===== src/rtl/tfl_pkg.sv =====
`timescale 1ns / 1ps

package tfl_pkg;

   localparam int ADDR_W  = 32;
   localparam int STAMP_W = 32;
   localparam int VIDX_W  = 4;
   localparam int CSR_W   = 5;
   localparam int CSR_IDX_W = 2;
   localparam int RSP_TDATA_W = ((ADDR_W + 1 + VIDX_W + 7) / 8) * 8;

   localparam logic ACT_TRANSLATE = 1'b0;
   localparam logic ACT_FILL      = 1'b1;

   localparam logic POLICY_FIFO = 1'b0;
   localparam logic POLICY_LRU  = 1'b1;

   localparam logic [CSR_IDX_W-1:0] CSR_PAGE_SHIFT     = 2'd0;
   localparam logic [CSR_IDX_W-1:0] CSR_ENTRIES_IN_USE = 2'd1;
   localparam logic [CSR_IDX_W-1:0] CSR_POLICY         = 2'd2;

   localparam logic [CSR_W-1:0] RST_PAGE_SHIFT     = 5'd12;
   localparam logic [CSR_W-1:0] RST_ENTRIES_IN_USE = 5'd16;

   typedef enum logic [1:0] {
      ST_IDLE,
      ST_SEARCH,
      ST_DRAIN
   } st_type;

   // search item flags moving down the cell chain
   typedef struct packed {
      logic valid;
      logic found;
      logic free_found;
   } tok_ctl_type;

   // write command broadcast to all cells
   typedef struct packed {
      logic fill;
      logic touch;
   } wr_ctl_type;

endpackage


===== src/rtl/tfl_cell.sv =====
`timescale 1ns / 1ps

module tfl_cell #(
   parameter int PID_BITS   = 16,
   parameter int FRAME_BITS = 20,
   parameter int IDX_W      = 4,
   parameter int CNT_W      = 5,
   parameter int INDEX      = 0
) (
   input  logic                         clock,
   input  logic                         reset,
   input  logic [CNT_W-1:0]             active_cnt,
   input  logic [PID_BITS-1:0]          key_pid,
   input  logic [tfl_pkg::ADDR_W-1:0]   key_page,
   input  tfl_pkg::tok_ctl_type         tok_ctl_i,
   input  logic [IDX_W-1:0]             found_idx_i,
   input  logic [FRAME_BITS-1:0]        found_frame_i,
   input  logic [IDX_W-1:0]             free_idx_i,
   input  logic [tfl_pkg::STAMP_W-1:0]  best_stamp_i,
   input  logic [IDX_W-1:0]             best_idx_i,
   output tfl_pkg::tok_ctl_type         tok_ctl_o,
   output logic [IDX_W-1:0]             found_idx_o,
   output logic [FRAME_BITS-1:0]        found_frame_o,
   output logic [IDX_W-1:0]             free_idx_o,
   output logic [tfl_pkg::STAMP_W-1:0]  best_stamp_o,
   output logic [IDX_W-1:0]             best_idx_o,
   input  tfl_pkg::wr_ctl_type          wr_ctl_i,
   input  logic [IDX_W-1:0]             wr_idx_i,
   input  logic [PID_BITS-1:0]          wr_pid_i,
   input  logic [tfl_pkg::ADDR_W-1:0]   wr_page_i,
   input  logic [FRAME_BITS-1:0]        wr_frame_i,
   input  logic [tfl_pkg::STAMP_W-1:0]  wr_stamp_i
);

   localparam logic [IDX_W-1:0] MY_IDX = IDX_W'(INDEX);
   localparam logic [CNT_W-1:0] MY_CNT = CNT_W'(INDEX);

   logic                        valid_ff, valid_in;
   logic [PID_BITS-1:0]         pid_ff, pid_in;
   logic [tfl_pkg::ADDR_W-1:0]  page_ff, page_in;
   logic [FRAME_BITS-1:0]       frame_ff, frame_in;
   logic [tfl_pkg::STAMP_W-1:0] stamp_ff, stamp_in;

   tfl_pkg::tok_ctl_type        tok_ctl_ff, tok_ctl_in;
   logic [IDX_W-1:0]            found_idx_ff, found_idx_in;
   logic [FRAME_BITS-1:0]       found_frame_ff, found_frame_in;
   logic [IDX_W-1:0]            free_idx_ff, free_idx_in;
   logic [tfl_pkg::STAMP_W-1:0] best_stamp_ff, best_stamp_in;
   logic [IDX_W-1:0]            best_idx_ff, best_idx_in;

   logic active, match, sel, is_free;

   always_comb begin
      active  = MY_CNT < active_cnt;
      match   = active && valid_ff && (pid_ff == key_pid) && (page_ff == key_page);
      is_free = active && !valid_ff;
      sel     = wr_idx_i == MY_IDX;

      tok_ctl_in.valid      = tok_ctl_i.valid;
      tok_ctl_in.found      = tok_ctl_i.found | match;
      tok_ctl_in.free_found = tok_ctl_i.free_found | is_free;
      found_idx_in   = found_idx_i;
      found_frame_in = found_frame_i;
      free_idx_in    = free_idx_i;
      best_stamp_in  = best_stamp_i;
      best_idx_in    = best_idx_i;
      // lowest match and lowest free slot win
      if (match && !tok_ctl_i.found) begin
         found_idx_in   = MY_IDX;
         found_frame_in = frame_ff;
      end
      if (is_free && !tok_ctl_i.free_found) begin
         free_idx_in = MY_IDX;
      end
      // strict compare keeps the lowest slot on ties
      if (active && (stamp_ff < best_stamp_i)) begin
         best_stamp_in = stamp_ff;
         best_idx_in   = MY_IDX;
      end

      valid_in = valid_ff;
      pid_in   = pid_ff;
      page_in  = page_ff;
      frame_in = frame_ff;
      stamp_in = stamp_ff;
      if (sel && wr_ctl_i.fill) begin
         valid_in = 1'b1;
         pid_in   = wr_pid_i;
         page_in  = wr_page_i;
         frame_in = wr_frame_i;
         stamp_in = wr_stamp_i;
      end else if (sel && wr_ctl_i.touch) begin
         stamp_in = wr_stamp_i;
      end
   end

   always_ff @(posedge clock) begin
      if (reset) begin
         valid_ff   <= 1'b0;
         tok_ctl_ff <= '0;
      end else begin
         valid_ff   <= valid_in;
         tok_ctl_ff <= tok_ctl_in;
      end
   end

   always_ff @(posedge clock) begin
      pid_ff         <= pid_in;
      page_ff        <= page_in;
      frame_ff       <= frame_in;
      stamp_ff       <= stamp_in;
      found_idx_ff   <= found_idx_in;
      found_frame_ff <= found_frame_in;
      free_idx_ff    <= free_idx_in;
      best_stamp_ff  <= best_stamp_in;
      best_idx_ff    <= best_idx_in;
   end

   assign tok_ctl_o     = tok_ctl_ff;
   assign found_idx_o   = found_idx_ff;
   assign found_frame_o = found_frame_ff;
   assign free_idx_o    = free_idx_ff;
   assign best_stamp_o  = best_stamp_ff;
   assign best_idx_o    = best_idx_ff;

endmodule


===== src/rtl/tlb_fifo_lru_translate_core.sv =====
`timescale 1ns / 1ps

// Fully associative TLB, tagged by process id and page, FIFO or LRU refill.
// req_* carries one access: tuser selects translate or fill, tdata holds
// pid, logical address and (for fill) the frame returned after a miss.
// rsp_* returns one item per access: tuser is the hit flag, tdata the
// physical address, victim valid flag and the slot written by a fill.
// csr_* writes page_shift, entries_in_use and policy; write only when idle.
// Flow: a search item walks the row of ENTRIES cells, one cell a cycle,
// then the search state updates the entries and registers the result, and
// the drain state loads the output register. The core takes no new item
// until the previous one has reached the output register.
// A finished result waits in the output register while the next item is
// taken; if the receiver still stalls when that item finishes, the core
// holds it and keeps req_tready low until the output register drains.
// Reset clears all entry valid bits, the FIFO pointer, the use clock and
// restores page_shift 12, entries_in_use 16 and FIFO policy.

module tlb_fifo_lru_translate_core #(
   parameter int ENTRIES    = 16,
   parameter int PID_BITS   = 16,
   parameter int FRAME_BITS = 20,
   localparam int REQ_TDATA_W = ((PID_BITS + tfl_pkg::ADDR_W + FRAME_BITS + 7) / 8) * 8
) (
   input  logic                              clock,
   input  logic                              reset,
   input  logic                              req_tvalid,
   output logic                              req_tready,
   // pid, logical_address, frame, zero pad
   input  logic [REQ_TDATA_W-1:0]            req_tdata,
   // action
   input  logic                              req_tuser,
   output logic                              rsp_tvalid,
   input  logic                              rsp_tready,
   // physical_address, victim_valid, victim_index, zero pad
   output logic [tfl_pkg::RSP_TDATA_W-1:0]   rsp_tdata,
   // hit
   output logic                              rsp_tuser,
   input  logic                              csr_we,
   input  logic [tfl_pkg::CSR_IDX_W-1:0]     csr_index,
   input  logic [tfl_pkg::CSR_W-1:0]         csr_wdata
);

   localparam int IDX_W = (ENTRIES > 1) ? $clog2(ENTRIES) : 1;
   localparam int CNT_W = $clog2(ENTRIES + 1);
   localparam int CMP_W = (CNT_W > tfl_pkg::CSR_W) ? CNT_W : tfl_pkg::CSR_W;
   localparam int AW    = tfl_pkg::ADDR_W;
   localparam int SW    = tfl_pkg::STAMP_W;
   localparam int VW    = tfl_pkg::VIDX_W;
   localparam int PAD_W = tfl_pkg::RSP_TDATA_W - AW - 1 - VW;

   // configuration
   logic [tfl_pkg::CSR_W-1:0] shift_ff, shift_in;
   logic [tfl_pkg::CSR_W-1:0] eiu_ff, eiu_in;
   logic                      policy_ff, policy_in;

   // control
   tfl_pkg::st_type  state_ff, state_in;
   logic             head_valid_ff, head_valid_in;
   logic [IDX_W-1:0] fifo_ff, fifo_in;
   logic [SW-1:0]    clock_ff, clock_in;
   logic             rsp_valid_ff, rsp_valid_in;

   // access key
   logic                  key_act_ff;
   logic [PID_BITS-1:0]   key_pid_ff;
   logic [AW-1:0]         key_addr_ff;
   logic [AW-1:0]         key_page_ff;
   logic [FRAME_BITS-1:0] key_frame_ff;

   // finished result and output register
   logic          res_hit_ff, res_hit_in;
   logic [AW-1:0] res_phys_ff, res_phys_in;
   logic          res_vv_ff, res_vv_in;
   logic [VW-1:0] res_vi_ff, res_vi_in;
   logic          out_hit_ff, out_hit_in;
   logic [AW-1:0] out_phys_ff, out_phys_in;
   logic          out_vv_ff, out_vv_in;
   logic [VW-1:0] out_vi_ff, out_vi_in;

   // cell chain
   tfl_pkg::tok_ctl_type  tok_ctl     [ENTRIES+1];
   logic [IDX_W-1:0]      found_idx   [ENTRIES+1];
   logic [FRAME_BITS-1:0] found_frame [ENTRIES+1];
   logic [IDX_W-1:0]      free_idx    [ENTRIES+1];
   logic [SW-1:0]         best_stamp  [ENTRIES+1];
   logic [IDX_W-1:0]      best_idx    [ENTRIES+1];
   logic [ENTRIES:0]      tok_valid_vec;

   tfl_pkg::wr_ctl_type   wr_ctl;
   logic [IDX_W-1:0]      wr_idx;

   logic [PID_BITS-1:0]   req_pid;
   logic [AW-1:0]         req_addr;
   logic [FRAME_BITS-1:0] req_frame;
   logic                  req_accept;
   logic [CNT_W-1:0]      n_active;
   logic [CMP_W-1:0]      eiu_ext;
   logic [AW-1:0]         offset;
   logic [FRAME_BITS-1:0] frm_sel;
   logic [AW-1:0]         phys_raw;
   logic [IDX_W-1:0]      slot;
   logic                  out_free;

   assign req_pid    = req_tdata[PID_BITS-1:0];
   assign req_addr   = req_tdata[PID_BITS +: AW];
   assign req_frame  = req_tdata[PID_BITS+AW +: FRAME_BITS];
   assign req_accept = req_tvalid && req_tready;

   always_comb begin
      eiu_ext = CMP_W'(eiu_ff);
      if (eiu_ext > CMP_W'(ENTRIES)) begin
         n_active = CNT_W'(ENTRIES);
      end else begin
         n_active = CNT_W'(eiu_ext);
      end
   end

   // head of the chain
   assign tok_ctl[0]     = '{valid: head_valid_ff, found: 1'b0, free_found: 1'b0};
   assign found_idx[0]   = '0;
   assign found_frame[0] = '0;
   assign free_idx[0]    = '0;
   assign best_stamp[0]  = '1;
   assign best_idx[0]    = '0;

   for (genvar g = 0; g < ENTRIES; g++) begin : g_cell
      tfl_cell #(
         .PID_BITS   (PID_BITS),
         .FRAME_BITS (FRAME_BITS),
         .IDX_W      (IDX_W),
         .CNT_W      (CNT_W),
         .INDEX      (g)
      ) u_cell (
         .clock         (clock),
         .reset         (reset),
         .active_cnt    (n_active),
         .key_pid       (key_pid_ff),
         .key_page      (key_page_ff),
         .tok_ctl_i     (tok_ctl[g]),
         .found_idx_i   (found_idx[g]),
         .found_frame_i (found_frame[g]),
         .free_idx_i    (free_idx[g]),
         .best_stamp_i  (best_stamp[g]),
         .best_idx_i    (best_idx[g]),
         .tok_ctl_o     (tok_ctl[g+1]),
         .found_idx_o   (found_idx[g+1]),
         .found_frame_o (found_frame[g+1]),
         .free_idx_o    (free_idx[g+1]),
         .best_stamp_o  (best_stamp[g+1]),
         .best_idx_o    (best_idx[g+1]),
         .wr_ctl_i      (wr_ctl),
         .wr_idx_i      (wr_idx),
         .wr_pid_i      (key_pid_ff),
         .wr_page_i     (key_page_ff),
         .wr_frame_i    (key_frame_ff),
         .wr_stamp_i    (clock_ff)
      );
   end

   for (genvar g = 0; g <= ENTRIES; g++) begin : g_vld
      assign tok_valid_vec[g] = tok_ctl[g].valid;
   end

   // configuration writes
   always_comb begin
      shift_in  = shift_ff;
      eiu_in    = eiu_ff;
      policy_in = policy_ff;
      if (csr_we) begin
         unique case (csr_index)
            tfl_pkg::CSR_PAGE_SHIFT:     shift_in  = csr_wdata;
            tfl_pkg::CSR_ENTRIES_IN_USE: eiu_in    = csr_wdata;
            tfl_pkg::CSR_POLICY:         policy_in = csr_wdata[0];
            default: ;
         endcase
      end
   end

   // sequencer and replacement decision at the chain tail
   always_comb begin
      offset   = key_addr_ff & ~({AW{1'b1}} << shift_ff);
      frm_sel  = (key_act_ff == tfl_pkg::ACT_FILL) ? key_frame_ff : found_frame[ENTRIES];
      phys_raw = (AW'(frm_sel) << shift_ff) | offset;
      out_free = !rsp_valid_ff || rsp_tready;

      if (!tok_ctl[ENTRIES].free_found && (policy_ff == tfl_pkg::POLICY_FIFO)) begin
         slot = (CNT_W'(fifo_ff) < n_active) ? fifo_ff : '0;
      end else if (!tok_ctl[ENTRIES].free_found) begin
         slot = best_idx[ENTRIES];
      end else begin
         slot = free_idx[ENTRIES];
      end

      state_in      = state_ff;
      req_tready    = 1'b0;
      head_valid_in = 1'b0;
      fifo_in       = fifo_ff;
      clock_in      = clock_ff;
      wr_ctl        = '0;
      wr_idx        = found_idx[ENTRIES];
      res_hit_in    = res_hit_ff;
      res_phys_in   = res_phys_ff;
      res_vv_in     = res_vv_ff;
      res_vi_in     = res_vi_ff;
      out_hit_in    = out_hit_ff;
      out_phys_in   = out_phys_ff;
      out_vv_in     = out_vv_ff;
      out_vi_in     = out_vi_ff;
      rsp_valid_in  = rsp_valid_ff && !rsp_tready;

      unique case (state_ff)
         tfl_pkg::ST_IDLE: begin
            req_tready = 1'b1;
            if (req_tvalid) begin
               head_valid_in = 1'b1;
               state_in      = tfl_pkg::ST_SEARCH;
            end
         end
         tfl_pkg::ST_SEARCH: begin
            if (tok_ctl[ENTRIES].valid) begin
               clock_in = clock_ff + SW'(1);
               res_vv_in = 1'b0;
               res_vi_in = '0;
               if (key_act_ff == tfl_pkg::ACT_TRANSLATE) begin
                  res_hit_in   = tok_ctl[ENTRIES].found;
                  res_phys_in  = tok_ctl[ENTRIES].found ? phys_raw : '0;
                  wr_ctl.touch = tok_ctl[ENTRIES].found;
               end else begin
                  res_hit_in  = 1'b0;
                  res_phys_in = phys_raw;
                  // disabled TLB stores nothing
                  if (n_active != '0) begin
                     wr_ctl.fill = 1'b1;
                     wr_idx      = slot;
                     res_vv_in   = !tok_ctl[ENTRIES].free_found;
                     res_vi_in   = VW'(slot);
                     if (!tok_ctl[ENTRIES].free_found &&
                         (policy_ff == tfl_pkg::POLICY_FIFO)) begin
                        fifo_in = (slot == IDX_W'(ENTRIES - 1)) ? '0 : slot + IDX_W'(1);
                     end
                  end
               end
               state_in = tfl_pkg::ST_DRAIN;
            end
         end
         tfl_pkg::ST_DRAIN: begin
            if (out_free) begin
               out_hit_in   = res_hit_ff;
               out_phys_in  = res_phys_ff;
               out_vv_in    = res_vv_ff;
               out_vi_in    = res_vi_ff;
               rsp_valid_in = 1'b1;
               state_in     = tfl_pkg::ST_IDLE;
            end
         end
         default: state_in = tfl_pkg::ST_IDLE;
      endcase
   end

   always_ff @(posedge clock) begin
      if (reset) begin
         state_ff      <= tfl_pkg::ST_IDLE;
         head_valid_ff <= 1'b0;
         fifo_ff       <= '0;
         clock_ff      <= '0;
         rsp_valid_ff  <= 1'b0;
         shift_ff      <= tfl_pkg::RST_PAGE_SHIFT;
         eiu_ff        <= tfl_pkg::RST_ENTRIES_IN_USE;
         policy_ff     <= tfl_pkg::POLICY_FIFO;
      end else begin
         state_ff      <= state_in;
         head_valid_ff <= head_valid_in;
         fifo_ff       <= fifo_in;
         clock_ff      <= clock_in;
         rsp_valid_ff  <= rsp_valid_in;
         shift_ff      <= shift_in;
         eiu_ff        <= eiu_in;
         policy_ff     <= policy_in;
      end
   end

   always_ff @(posedge clock) begin
      if (req_accept) begin
         key_act_ff   <= req_tuser;
         key_pid_ff   <= req_pid;
         key_addr_ff  <= req_addr;
         key_page_ff  <= req_addr >> shift_ff;
         key_frame_ff <= req_frame;
      end
      res_hit_ff  <= res_hit_in;
      res_phys_ff <= res_phys_in;
      res_vv_ff   <= res_vv_in;
      res_vi_ff   <= res_vi_in;
      out_hit_ff  <= out_hit_in;
      out_phys_ff <= out_phys_in;
      out_vv_ff   <= out_vv_in;
      out_vi_ff   <= out_vi_in;
   end

   assign rsp_tvalid = rsp_valid_ff;
   assign rsp_tuser  = out_hit_ff;
   assign rsp_tdata  = {{PAD_W{1'b0}}, out_vi_ff, out_vv_ff, out_phys_ff};

   // at most one search item in the cell row
   a_one_item: assert property (@(posedge clock) disable iff (reset)
      $countones(tok_valid_vec) <= 1)
      else $error("more than one search item in the cell row");

   // the chain tail only fires while searching
   a_tail_state: assert property (@(posedge clock) disable iff (reset)
      tok_ctl[ENTRIES].valid |-> state_ff == tfl_pkg::ST_SEARCH)
      else $error("search item left the chain outside search state");

   // a hit never reports a victim
   a_hit_no_victim: assert property (@(posedge clock) disable iff (reset)
      rsp_tvalid && rsp_tuser |-> !out_vv_ff)
      else $error("hit result carries a victim");

   // an entry write happens only as a search item leaves the row
   a_write_at_tail: assert property (@(posedge clock) disable iff (reset)
      (wr_ctl.fill || wr_ctl.touch) |-> tok_ctl[ENTRIES].valid && !(wr_ctl.fill && wr_ctl.touch))
      else $error("entry write without a finishing search item");

   // an accepted item starts a search on the next cycle
   a_accept_search: assert property (@(posedge clock) disable iff (reset)
      req_accept |=> state_ff == tfl_pkg::ST_SEARCH && head_valid_ff)
      else $error("accepted item did not enter the cell row");

endmodule


===== config.mk =====
export PLATFORM = sky130hd
export DESIGN_NAME = tlb_fifo_lru_translate_core
export DESIGN_NICKNAME = d
export VERILOG_FILES = /design/src/rtl/tfl_pkg.sv /design/src/rtl/tfl_cell.sv /design/src/rtl/tlb_fifo_lru_translate_core.sv
export SDC_FILE = /design/constraint.sdc
export NUM_CORES = 2
export LEC_CHECK = 0
export ABC_AREA = 1
export BUFFER_PORTS_ARGS = -buffer_cell sky130_fd_sc_hd__buf_4
export CAP_MARGIN = 20
export CELL_PAD_IN_SITES_DETAIL_PLACEMENT = 1
export CELL_PAD_IN_SITES_GLOBAL_PLACEMENT = 2
export CORE_ASPECT_RATIO = 1.4
export CORE_MARGIN = 1
export CORE_UTILIZATION = 45
export CTS_CLUSTER_SIZE = 30
export DETAILED_ROUTE_END_ITERATION = 7
export MAX_ROUTING_LAYER = met4
export PLACE_DENSITY = 0.83
export SYNTH_ARGS = -nofsm -noshare
export SYNTH_HDL_FRONTEND = slang
export SYNTH_SLANG_ARGS = --single-unit

===== constraint.sdc =====
create_clock -name clock -period 10.7 [get_ports clock]
set_input_delay 1.07 -clock clock [delete_from_list [all_inputs] [get_ports clock]]
set_output_delay 1.07 -clock clock [all_outputs]
set_load 0.05 [all_outputs]

==> results.py <==
metrics = {
    "outcome": {
        "outcome": "finished clean",
    },
    "sta": {
        "setup_tns_ps": 0,
        "min_period_ps": 5000,
        "tightest_slew_ps": 1180,
        "finalCritPeriodShare": 0.467,
        "clock_skew_ps": 62.7,
        "hold_viol": 0,
        "grt_setup_unrepaired": "no",
        "setup_viol": 0,
        "report.final.slew_viol_count": 0,
        "max-slew-margin-rel": 0.215,
        "fmax_mhz": 200,
    },
    "route": {
        "ant_nets": 0,
        "via_per_inst": 5.46,
        "wirelength_mm": 368,
        "drc_errors": 0,
        "drt_iter0_drc": 5102,
        "firstDrtPassIters": 5,
        "wl_per_cell_um": 24.1,
        "dr_total_vias": 83200,
    },
    "pwr": {
        "leakagePower_nw": 54.6,
        "pwr_density_cell_mw_per_mm2": 199,
        "vdd_drop_max_mv": 0.122,
    },
    "logic_synthesis": {
        "synth_area_mm2": 0.118,
        "async_flop_share": 0,
        "synth_top_area_frac": 0.453,
        "synth_area_leaders": "edfxtp_1, dfxtp_1, nand2_1",
        "synth_cells": 11400,
        "synth_ff_type": "edfxtp_1",
        "synthAdderAreaFrac": 0.0499,
        "synth_top_family_by_area": "simple AND/OR/NAND/NOR gates",
        "synth_edf_count": 1776,
        "avgSynthCellArea_um2": 10.4,
        "synth.area.mux_share": 0.000425,
        "yosys.area_share.simple": 0.194,
        "ys_seq_elements": 2838,
        "synth_compound_area_frac": 0.0377,
        "synth_top_area_cell": "edfxtp_1",
        "synth_cell_types": 63,
        "yosysWarnings": 0,
        "ys_seq_area_frac": 0.633,
        "synth_xor_area_frac": 0.0268,
    },
    "cells_and_area": {
        "drive_gt1_frac": 0.0867,
        "seq_area_mm2": 0.0746,
        "multi_input_area_mm2": 0.0365,
        "syn2layout_area_growth_pct": 12.2,
        "nets": 12100,
        "fillers": 28000,
        "post-route-util": 0.509,
    },
    "cts": {
        "cts_setup_buffers": 0,
        "cts_tree": "done",
        "insertion_delay_ps": 890,
        "cts_hold_buf": 0,
        "cts.repair.resized": 0,
        "cts.htree.levels": 5,
        "numCtsBuffers": 292,
        "root_buffer": "clkbuf_16",
        "cts_buffer_depth": 4,
        "cts_sinks": 2838,
        "clk_pin_slew_ps": 60,
    },
    "grt": {
        "grt_first_pass_wirelength_mm": 549,
        "gr-total-overflow": 0,
        "grt_use_total": 0.285,
        "grt_pass1_vias": 89900,
        "antenna_found_initial": 16,
        "grt_start_max_net_pins": 75,
    },
    "die": {
        "ios": 128,
        "fp.coreArea_mm2": 0.260,
        "die_h_um": 607,
        "die_w_um": 434,
        "dieArea_mm2": 0.264,
        "row_count": 221,
        "initial_utilization": 0.454,
    },
    "min_path": {
        "hp-class": "in2reg",
    },
    "setup_path": {
        "end_kind": "register",
        "critPathLaunch": "state_ff[0]",
        "path_class": "reg2reg",
        "ff2ff_path_depth": 14,
        "critPathRequiredTime_ps": 11210,
        "r2r_end": "g_cell[11].u_cell.frame_ff[7]",
        "rrSetupSlack_ps": 5700,
        "worstPathArrival_ps": 5510,
        "reg2reg_from": "state_ff[0]",
        "cp-start-kind": "register",
        "critPathMaxFanout": 46,
        "worstSetupEndpoint": "g_cell[11].u_cell.frame_ff[7]",
    },
    "job": {
        "drv_cap": 0,
    },
    "placement": {
        "place_hpwl_mm": 249,
        "gp_congestion": 0.897,
        "portBuffers": 120,
    },
}
[routing by layer]
layer	up-vias	routed length [um]	GRT usage
met3	818	14200	0.0307
met2	1927	194000	0.511
li1	38600	-	-
met4	0	20100	0.139
met1	41800	140000	0.310
met5	-	0	-
[per-stage QoR]
stage	total power [W]	cells	area [um2]	worst slack, ps	hold WS, ps
floorplan	0.0151	11400	118000	5230	387
global placement	0.0162	14700	123000	5780	390
detailed placement	0.0164	14700	123000	5650	397
CTS	0.0266	15200	132000	5670	289
global route	0.0274	15200	132000	5300	314
finish	0.0264	15200	132000	5700	354
[cells by family (layout without fill, tap and decap cells)]
group                    after synthesis  in the layout
buffers and inverters               1703           2112
AND/OR/NAND/NOR                     5188           5188
XOR/XNOR                             360            360
multiplexers                           5              5
AO/OA/AOI/OAI                        802            802
adder cells (fa/ha/maj)              470            470
other                                  1              9
flip-flops                          2838           2838
[how the worst min path moves through the flow]
stage / depth (start not counted) / slack (ps) / startpoint / end
global route: 1 / 310 / req_tdata[56] / key_frame_ff[8]
CTS: 1 / 290 / req_tdata[56] / key_frame_ff[8]
finish: 1 / 350 / req_tdata[56] / key_frame_ff[8]
global placement: 2 / 390 / g_cell[5].u_cell.tok_ctl_o[2] / g_cell[6].u_cell.tok_ctl_o[2]
detailed placement: 2 / 400 / g_cell[0].u_cell.tok_ctl_o[2] / g_cell[1].u_cell.tok_ctl_o[2]
floorplan: 2 / 390 / g_cell[9].u_cell.best_idx_o[1] / g_cell[10].u_cell.best_idx_o[1]
[cells in the mapped netlist (all sizes together) (4+ instances only)]
cell        n
o21ai     277
xnor2     227
nor3b      12
a21boi      9
a22oi       4
inv      1233
mux2i       5
nand3b      8
nand2    2879
xor2      133
clkbuf    194
dfxtp    1062
o21a       21
o2111ai     5
clkinv      4
o22ai      39
a211oi     16
a22o       11
ha        470
nor2      696
nand4     679
buf       272
edfxtp   1776
o211ai     29
nand3     559
nor3      175
or2       124
nor4       42
a221oi      5
and2        5
a31oi       8
nor4b       4
and3        4
a21oi     366
[worst max-delay path, stage by stage, from the launching register on]
cell      delay (ps)
dfxtp_1          400
inv_2             50
nor2_2            90
nand2_1          390
inv_2            130
buf_4            590
nand3_4          240
inv_2            400
nand2_1          120
nand2_2          210
inv_1             60
nor2_1           350
nand3_1          310
clkinv_2         540
buf_4            640
[report_power, final]
part / switching [W] / total [W] / internal, W
clock: 0.00433 / 0.0102 / 0.00582
combinational: 0.00240 / 0.00352 / 0.00113
sequential: 0.000399 / 0.0127 / 0.0123
[cell usage in the layout (no fill, tap or decap), types with 21 or more instances in the layout]
master | Yosys | routed
nand2_1 | 2874 | 2874
edfxtp_1 | 1776 | 1776
inv_1 | 1200 | 1183
dfxtp_1 | 1062 | 1058
nand4_1 | 679 | 679
nor2_1 | 671 | 659
nand3_1 | 552 | 552
ha_1 | 470 | 470
a21oi_1 | 361 | 359
buf_4 | 27 | 343
clkbuf_16 | 0 | 304
o21ai_0 | 271 | 270
xnor2_1 | 227 | 227
nor3_1 | 174 | 169
xor2_1 | 133 | 133
or2_2 | 123 | 123
clkbuf_1 | 194 | 74
clkinv_2 | 0 | 57
o22ai_1 | 39 | 39
clkinv_1 | 4 | 36
nor4_1 | 42 | 34
inv_2 | 32 | 33
nor2_2 | 21 | 33
clkbuf_8 | 0 | 33
o211ai_1 | 29 | 29
o21a_1 | 21 | 21
[final cells by class]
cell class,count,share of cell area
well taps,3456,0.0327
flip-flops and latches,2838,0.565
repair buffers,348,0.0202
clock inverters,116,0.00792
diodes,6,0.000114
clock buffers,411,0.0631
inverters,1237,0.0353
multi-input cells,6828,0.276
[state kept, by name, indices dropped and copies added, names as in the netlist, 48 cells and up]
register,cells
g_cell.u_cell.free_idx_o,49
g_cell.u_cell.stamp_ff,512
g_cell.u_cell.tok_ctl_o,48
g_cell.u_cell.best_idx_o,49
g_cell.u_cell.frame_ff,320
g_cell.u_cell.best_stamp_o,480
g_cell.u_cell.found_idx_o,49
g_cell.u_cell.pid_ff,256
g_cell.u_cell.page_ff,512
g_cell.u_cell.found_frame_o,320
(Power assumes the default switching activity.)
